<file path="src/sv/pcmt_pkg.sv">
// Shared types and constants for the priority command mux with source timeouts.
// Holds the request structs, the configuration register map and default sizes.
// No dependencies.
package pcmt_pkg;

    // Fixed field widths
    localparam int SRC_W        = 3;
    localparam int SRC_SLOTS    = 8;
    localparam int PAYLOAD_W    = 64;
    localparam int COUNT_W      = 4;
    localparam int PRIO_TABLE_W = 32;
    localparam int TMO_WORD_W   = 128;

    // Configuration port
    localparam int CFG_INDEX_W = 2;
    localparam int CFG_DATA_W  = 64;

    // Default sizes
    localparam int DEF_NUM_SOURCES   = 8;
    localparam int DEF_TIMEOUT_BITS  = 16;
    localparam int DEF_PRIORITY_BITS = 4;

    // Action codes
    localparam logic ACT_COMMAND = 1'b0;
    localparam logic ACT_TICK    = 1'b1;

    // Register map
    typedef enum logic [CFG_INDEX_W-1:0] {
        CFG_SOURCES_IN_USE = 2'd0,
        CFG_PRIORITY_TABLE = 2'd1,
        CFG_TIMEOUTS_LOW   = 2'd2,
        CFG_TIMEOUTS_HIGH  = 2'd3
    } cfg_reg_t;

    // Input request
    typedef struct packed {
        logic                 action;
        logic [SRC_W-1:0]     source;
        logic [PAYLOAD_W-1:0] payload;
    } in_item_t;

    // Result request
    typedef struct packed {
        logic                 forward;
        logic [PAYLOAD_W-1:0] out_payload;
        logic                 owner_changed;
        logic                 owner_valid;
        logic [SRC_W-1:0]     owner;
        logic                 went_idle;
        logic                 by_global_timeout;
        logic                 bad_source;
    } result_t;

endpackage

</file>
<file path="src/sv/priority_command_mux_timeout.sv">
// Priority command mux with per-source and global tick timeouts.
// Depends on pcmt_pkg (request structs, register map, default sizes).
//
// Usage:
//   Input channel in_valid / in_stall / in_item carries either a command
//   (action = command, with source and payload) or one time tick. Output
//   channel out_valid / out_stall / out_item returns exactly one result per
//   request: forward flag and payload, ownership change, current owner,
//   idle and bad-source flags.
//   Configuration is a plain write port (cfg_write, cfg_index, cfg_data). The
//   user must write it only while no request is in flight; nothing checks it.
// Timing:
//   A request is registered on acceptance and evaluated against the owner
//   and countdown state in the following cycle. The result, owner and countdown
//   registers load together when the result register is empty or being taken.
//   One request per cycle is sustained while out_stall stays low. The longest
//   in-use timeout is held in a register refreshed every cycle from the
//   configuration.
// Reset and stall:
//   Reset vacates the owner, stops both countdowns and clears all config
//   registers. While out_stall holds a result, one more request is taken
//   into the input register and then in_stall rises.
module priority_command_mux_timeout #(
    parameter int NUM_SOURCES   = pcmt_pkg::DEF_NUM_SOURCES,
    parameter int TIMEOUT_BITS  = pcmt_pkg::DEF_TIMEOUT_BITS,
    parameter int PRIORITY_BITS = pcmt_pkg::DEF_PRIORITY_BITS
) (
    input  logic                            clk,
    input  logic                            rst_n,
    // configuration write port
    input  logic                            cfg_write,
    input  logic [pcmt_pkg::CFG_INDEX_W-1:0] cfg_index,
    input  logic [pcmt_pkg::CFG_DATA_W-1:0]  cfg_data,
    // input channel
    input  logic                            in_valid,
    output logic                            in_stall,
    input  pcmt_pkg::in_item_t              in_item,
    // output channel
    output logic                            out_valid,
    input  logic                            out_stall,
    output pcmt_pkg::result_t               out_item
);

    localparam int TBL    = (NUM_SOURCES > pcmt_pkg::SRC_SLOTS) ? NUM_SOURCES
                                                                : pcmt_pkg::SRC_SLOTS;
    localparam int TIDX_W = $clog2(TBL);
    localparam int GCD_W  = TIMEOUT_BITS + 1;

    // Configuration registers
    logic [pcmt_pkg::COUNT_W-1:0]      sources_in_use_reg;
    logic [pcmt_pkg::PRIO_TABLE_W-1:0] priority_table_reg;
    logic [pcmt_pkg::CFG_DATA_W-1:0]   timeouts_low_reg;
    logic [pcmt_pkg::CFG_DATA_W-1:0]   timeouts_high_reg;

    // Pipeline registers
    logic                s1_valid_reg;
    pcmt_pkg::in_item_t  s1_item_reg;
    logic                out_valid_reg;
    pcmt_pkg::result_t   out_item_reg;
    logic                s1_fire;

    // Arbitration state
    logic                         owner_held_reg, owner_held_next;
    logic [pcmt_pkg::SRC_W-1:0]   owner_reg, owner_next;
    logic [TIMEOUT_BITS-1:0]      owner_cd_reg, owner_cd_next;
    logic [GCD_W-1:0]             global_cd_reg, global_cd_next;
    logic                         global_run_reg, global_run_next;
    logic [TIMEOUT_BITS-1:0]      longest_reg, longest_next;
    pcmt_pkg::result_t            result_next;

    // Unpacked config tables
    logic [pcmt_pkg::TMO_WORD_W-1:0] tmo_word;
    logic [TIMEOUT_BITS-1:0]         tmo_arr  [TBL];
    logic [PRIORITY_BITS-1:0]        prio_arr [pcmt_pkg::SRC_SLOTS];

    // Handshake: the input register drains into the result register
    assign s1_fire   = s1_valid_reg && (!out_valid_reg || !out_stall);
    assign in_stall  = s1_valid_reg && !s1_fire;
    assign out_valid = out_valid_reg;
    assign out_item  = out_item_reg;

    // Config writes
    always_ff @(posedge clk or negedge rst_n)
    begin
        if (!rst_n)
        begin
            sources_in_use_reg <= '0;
            priority_table_reg <= '0;
            timeouts_low_reg   <= '0;
            timeouts_high_reg  <= '0;
        end
        else if (cfg_write)
        begin
            unique case (pcmt_pkg::cfg_reg_t'(cfg_index))
                pcmt_pkg::CFG_SOURCES_IN_USE:
                    sources_in_use_reg <= cfg_data[pcmt_pkg::COUNT_W-1:0];
                pcmt_pkg::CFG_PRIORITY_TABLE:
                    priority_table_reg <= cfg_data[pcmt_pkg::PRIO_TABLE_W-1:0];
                pcmt_pkg::CFG_TIMEOUTS_LOW:
                    timeouts_low_reg <= cfg_data;
                pcmt_pkg::CFG_TIMEOUTS_HIGH:
                    timeouts_high_reg <= cfg_data;
                default: ;
            endcase
        end
    end

    // Split config words into per-source fields; bits past the word read zero
    assign tmo_word = {timeouts_high_reg, timeouts_low_reg};

    always_comb
    begin
        int p;
        for (int i = 0; i < TBL; i++)
        begin
            for (int b = 0; b < TIMEOUT_BITS; b++)
            begin
                p = i * TIMEOUT_BITS + b;
                tmo_arr[i][b] = (p < pcmt_pkg::TMO_WORD_W) ? tmo_word[p[6:0]] : 1'b0;
            end
        end
        for (int s = 0; s < pcmt_pkg::SRC_SLOTS; s++)
        begin
            for (int b = 0; b < PRIORITY_BITS; b++)
            begin
                p = s * PRIORITY_BITS + b;
                prio_arr[s][b] = (p < pcmt_pkg::PRIO_TABLE_W)
                               ? priority_table_reg[p[4:0]] : 1'b0;
            end
        end
    end

    // Longest timeout among sources in use, refreshed each cycle
    always_comb
    begin
        longest_next = '0;
        for (int i = 0; i < NUM_SOURCES; i++)
        begin
            if ((i < 32'(sources_in_use_reg)) && (tmo_arr[i] > longest_next))
                longest_next = tmo_arr[i];
        end
    end

    // Evaluate the registered request against the arbitration state
    always_comb
    begin
        logic                       is_tick;
        logic [pcmt_pkg::SRC_W-1:0] src;
        logic                       src_ok;
        logic                       take;
        logic                       own_exp;
        logic                       glob_exp;

        is_tick  = (s1_item_reg.action == pcmt_pkg::ACT_TICK);
        src      = s1_item_reg.source;
        src_ok   = (32'(src) < NUM_SOURCES) && ({1'b0, src} < sources_in_use_reg);
        take     = 1'b0;
        own_exp  = 1'b0;
        glob_exp = 1'b0;

        owner_held_next = owner_held_reg;
        owner_next      = owner_reg;
        owner_cd_next   = owner_cd_reg;
        global_cd_next  = global_cd_reg;
        global_run_next = global_run_reg;
        result_next     = '0;

        if (!is_tick)
        begin
            if (!src_ok)
            begin
                result_next.bad_source = 1'b1;
            end
            else
            begin
                global_cd_next  = {longest_reg, 1'b0};
                global_run_next = 1'b1;
                take = !owner_held_reg || (owner_reg == src)
                     || (prio_arr[src] > prio_arr[owner_reg]);
                if (take)
                begin
                    result_next.owner_changed = !owner_held_reg || (owner_reg != src);
                    result_next.forward       = 1'b1;
                    result_next.out_payload   = s1_item_reg.payload;
                    owner_held_next = 1'b1;
                    owner_next      = src;
                    owner_cd_next   = tmo_arr[TIDX_W'(src)];
                end
            end
        end
        else
        begin
            // owner countdown
            if (owner_held_reg)
            begin
                if (owner_cd_reg <= TIMEOUT_BITS'(1))
                    own_exp = 1'b1;
                else
                    owner_cd_next = owner_cd_reg - TIMEOUT_BITS'(1);
            end
            // global countdown
            if (global_run_reg)
            begin
                if (global_cd_reg <= GCD_W'(1))
                begin
                    glob_exp        = 1'b1;
                    global_run_next = 1'b0;
                    global_cd_next  = '0;
                end
                else
                begin
                    global_cd_next = global_cd_reg - GCD_W'(1);
                end
            end
            // vacate; owner expiry wins the flag
            if (owner_held_reg && (own_exp || glob_exp))
            begin
                result_next.went_idle         = 1'b1;
                result_next.by_global_timeout = !own_exp;
                owner_held_next = 1'b0;
                owner_next      = '0;
                owner_cd_next   = '0;
            end
        end

        result_next.owner_valid = owner_held_next;
        result_next.owner       = owner_held_next ? owner_next : '0;
    end

    // Control and state registers
    always_ff @(posedge clk or negedge rst_n)
    begin
        if (!rst_n)
        begin
            s1_valid_reg   <= 1'b0;
            out_valid_reg  <= 1'b0;
            owner_held_reg <= 1'b0;
            owner_reg      <= '0;
            owner_cd_reg   <= '0;
            global_cd_reg  <= '0;
            global_run_reg <= 1'b0;
            longest_reg    <= '0;
        end
        else
        begin
            longest_reg <= longest_next;
            if (in_valid && !in_stall)
                s1_valid_reg <= 1'b1;
            else if (s1_fire)
                s1_valid_reg <= 1'b0;

            if (s1_fire)
            begin
                out_valid_reg  <= 1'b1;
                owner_held_reg <= owner_held_next;
                owner_reg      <= owner_next;
                owner_cd_reg   <= owner_cd_next;
                global_cd_reg  <= global_cd_next;
                global_run_reg <= global_run_next;
            end
            else if (!out_stall)
            begin
                out_valid_reg <= 1'b0;
            end
        end
    end

    // Payload registers
    always_ff @(posedge clk)
    begin
        if (in_valid && !in_stall)
            s1_item_reg <= in_item;
        if (s1_fire)
            out_item_reg <= result_next;
    end

    // A vacant owner never carries a running countdown
    a_vacant_cd_clear: assert property (@(posedge clk) disable iff (!rst_n)
        !owner_held_reg |-> (owner_cd_reg == '0))
        else $error("owner countdown nonzero while vacant");

    // A stopped global countdown is parked at zero
    a_global_stopped: assert property (@(posedge clk) disable iff (!rst_n)
        !global_run_reg |-> (global_cd_reg == '0))
        else $error("global countdown nonzero while stopped");

    // A held result blocks a full input register
    a_backpressure: assert property (@(posedge clk) disable iff (!rst_n)
        (out_valid_reg && out_stall && s1_valid_reg) |-> in_stall)
        else $error("input accepted past a stalled result");

    // An ownership change is always a forwarded command with a valid owner
    a_change_fwd: assert property (@(posedge clk) disable iff (!rst_n)
        (out_valid_reg && out_item_reg.owner_changed)
            |-> (out_item_reg.forward && out_item_reg.owner_valid
                 && !out_item_reg.went_idle))
        else $error("owner change without forward");

    // Vacating leaves the output without an owner
    a_idle_vacant: assert property (@(posedge clk) disable iff (!rst_n)
        (out_valid_reg && out_item_reg.went_idle) |-> !out_item_reg.owner_valid)
        else $error("went idle but owner still valid");

endmodule

</file>
<file path="config.mk">
export PLATFORM = sky130hd
export DESIGN_NAME = priority_command_mux_timeout
export DESIGN_NICKNAME = d
export VERILOG_FILES = /design/src/sv/pcmt_pkg.sv /design/src/sv/priority_command_mux_timeout.sv
export SDC_FILE = /design/constraint.sdc
export NUM_CORES = 1
export LEC_CHECK = 0
export ABC_AREA = 0
export BUFFER_PORTS_ARGS = -buffer_cell sky130_fd_sc_hd__buf_2
export CORE_ASPECT_RATIO = 2
export CORE_MARGIN = 5
export CORE_UTILIZATION = 60
export DETAILED_ROUTE_END_ITERATION = 12
export GPL_ROUTABILITY_DRIVEN = 1
export HOLD_SLACK_MARGIN = 0.05
export PLACE_DENSITY_LB_ADDON = 0.08
export SYNTH_ARGS = -nofsm -noshare
export SYNTH_HDL_FRONTEND = slang
export SYNTH_SLANG_ARGS = --single-unit
</file>
<file path="constraint.sdc">
create_clock -name clk -period 22.9 [get_ports clk]
set_input_delay 2.29 -clock clk [delete_from_list [all_inputs] [get_ports clk]]
set_output_delay 2.29 -clock clk [all_outputs]
set_load 0.05 [all_outputs]
</file>
==> flow_summary.toml <==
[sta]
tightest_slew_ps = 1187
clock_skew_ps = 12.76
finalCritPeriodShare_pct = 86.45
hold_viol_final = 0
setup_viol = 0
finalMaxSlewViolations = 0
period_minus_slack_ps = 19800
slew_headroom_pct = 20.81
final.setup.tns_ps = 0
max_freq_ghz = 0.05051
rsz0062_at_grt = "false"

[clock_tree]
clkLatencyLatePin_ps = 600
cts_root_buf = "clkbuf_16"
cts_made_buffers = 31
cts.repair.resized = 0
htree_levels = 1
clock-sinks = 361
clockBufferDepth = 3
tritoncts = "built"
cts-hold-fix-buffers = 0
post_cts.repair.setup_buffers = 0
clk_pin_slew_worst_paths_ps = 70

[grt]
gr-total-overflow = 0
grt_start_max_net_pins = 82
grt_usage_pct = 35.10
grt_pass1_vias = 15869
antenna_found_initial = 1
grt_pass1_wl_mm = 97.79

[synth]
synthFlopType = "dfrtp_1"
postSynth.asyncResetShare_pct = 60.94
ys_ff_latch = 361
yosysWarnings = 0
synth_nets = 1953
yosysUniqueCellTypes = 96
synthCells = 1701
ys_seq_area_share_pct = 48.56
avgSynthCellArea_um2 = 11.79
netlist_area_um2 = 20060
synth_edf_count = 141

[pwr]
p_leak_nw = 9.745
power.total_mw = 3.802
peakVddDrop_mv = 0.1183
power_density_nw_per_um2 = 169.3

[die]
start_util_pct = 60.91
die-height_um = 268.6
core_um2 = 32930
die_x_um = 139.3
design.die.area_um2 = 37410
io_pins = 214
num_rows = 94

[worst_setup_path]
r2r-end = "longest_reg[14]"
critPathKind = "reg2reg"
endpoint_kind = "flop"
critical-path-max-stage-delay_ps = 910
arrival_ps = 20290
critPathSlowestCell = "nor2_2"
reg2reg_slack_ps = 3100
crit_fanout = 35
cp-start-kind = "flop"
required_ps = 23390
reg2reg_from = "sources_in_use_reg[3]"
cpMostUsedCell = "a21oi_1"
rr_worst_depth = 95

[routing]
routedWlPerCell_um = 28.47
initialDrtViolationCount = 1127
ant_nets = 0
vias = 15167
drc = 0
wl_mm = 66.34
post_drt_via_cell_ratio = 6.509
first_pass_iters = 8

[cells_and_area]
drive_gt1_share_pct = 29.73
filler_cell_count = 2473
largest_reg_flops = 73
nNetsFinal = 2124
syn2layout_area_growth_pct = 11.95

[worst_hold_path]
hold_path.class = "reg2reg"
whs_endpoint = "global_cd_reg[7]"
hold_depth = 2
min_from = "longest_reg[6]"

[outcome]
status = "finished, final reports clean"

[place]
place_congestion = 1.029
portBuffers = 213
dp_hpwl_mm = 51.26

[run]
cap_violations = 0
==> cell families after synthesis <==
kind of cell,share of synthesized area [%]
mux,16.88
buf+inv,3.412
xor+xnor,0.3057
compound gates,12.48
fa+ha+maj,7.099
simple gates,11.27
flops,48.56
==> Yosys cell counts, types with 18 or more instances <==
cell,count,area [um^2]
edfxtp_1,141,4234
nand2b_1,18,112.6
nand4_1,21,131.4
nor3_1,35,175.2
and3_1,71,444.2
mux4_2,48,1081
inv_1,75,281.5
nand2_1,120,450.4
a21o_1,25,187.7
clkbuf_1,70,262.8
mux2i_1,24,240.2
o21ai_0,112,560.5
nor2_1,56,210.2
dfrtp_1,220,5505
mux2_2,182,2049
a21oi_1,95,475.5
ha_1,113,1414
==> worst max-delay path by stage <==
stage | start | end
4_1_cts | sources_in_use_reg[3] | longest_reg[1]
3_5_place_dp | sources_in_use_reg[3] | longest_reg[1]
6_report | sources_in_use_reg[3] | longest_reg[14]
5_1_grt | sources_in_use_reg[3] | longest_reg[9]
3_3_place_gp | sources_in_use_reg[3] | longest_reg[1]
2_1_floorplan | sources_in_use_reg[3] | longest_reg[2]
==> per-stage QoR <==
step / setup WS (ps) / hold slack, ps / std cells / cell area (um^2) / utilization (%)
after floorplan: 6000 / 428.4 / 1701 / 20060 / -
after global placement: 3554 / 437.0 / 2271 / 21430 / 65.06
after detailed placement: 3388 / 451.7 / 2271 / 21430 / 65.06
after CTS: 3293 / 467.7 / 2329 / 22450 / 68.18
after global routing: 1497 / 504.6 / 2329 / 22450 / 68.18
final: 3103 / 467.9 / 2330 / 22450 / 68.18
==> area by class of cell <==
class / count / area (um^2) / share of cell area, %
diodes: 1 / 2.502 / 0.01114
clock inverters: 23 / 234.0 / 1.042
well taps: 432 / 540.5 / 2.407
clock buffers: 35 / 790.8 / 3.522
multi-input cells: 1171 / 9649 / 42.97
repair buffers: 231 / 1211 / 5.394
flip-flops and latches: 361 / 9739 / 43.37
inverters: 76 / 286.5 / 1.276
==> worst max-delay path: cells and delay by family (launching register included) <==
| family | cells | cell delay, ps |
|---|---|---|
| adder cells (fa/ha/maj) | 7 | 2110 |
| AND/OR/NAND/NOR | 29 | 4970 |
| flip-flops | 1 | 550 |
| multiplexers | 1 | 400 |
| buffers and inverters | 5 | 760 |
| AO/OA/AOI/OAI | 53 | 10840 |
==> report_power, final <==
part	leakage [nW]	switching [mW]	internal (mW)
clock	0.478	0.250	0.286
sequential	3.99	0.175	0.826
combinational	5.28	1.37	0.891
==> placed cells by master, fill, tap and decap left out, types with 7 or more instances in the layout <==
master | netlist | layout
o31ai_1 | 16 | 16
and3_1 | 71 | 71
nand4_1 | 21 | 21
nor2b_1 | 16 | 16
nand3_1 | 12 | 11
o21a_1 | 7 | 7
nor4_1 | 14 | 14
ha_1 | 113 | 113
o22ai_1 | 7 | 7
clkbuf_16 | 0 | 31
nand2_1 | 120 | 120
or2_1 | 12 | 12
buf_2 | 7 | 212
o21ai_0 | 112 | 112
a21oi_1 | 95 | 95
mux2_2 | 182 | 182
edfxtp_1 | 141 | 141
or3_1 | 13 | 13
dfrtp_1 | 220 | 220
mux2i_1 | 24 | 24
or2_2 | 10 | 10
inv_1 | 75 | 74
buf_4 | 3 | 18
nor2_1 | 56 | 55
a22oi_1 | 13 | 13
nand2b_1 | 18 | 18
mux4_2 | 48 | 48
nor3_1 | 35 | 35
a21o_1 | 25 | 25
a22o_1 | 9 | 9
a221oi_2 | 11 | 12
==> metal layers <==
metal	routed length [um]	GRT usage [%]	vias up
met4	7076	29.78	2
met5	52	0	-
met3	3973	5.768	276
met1	20240	33.80	7419
li1	-	-	6725
met2	35000	64.35	745
Note: power is estimated with default switching activity, not from simulation.
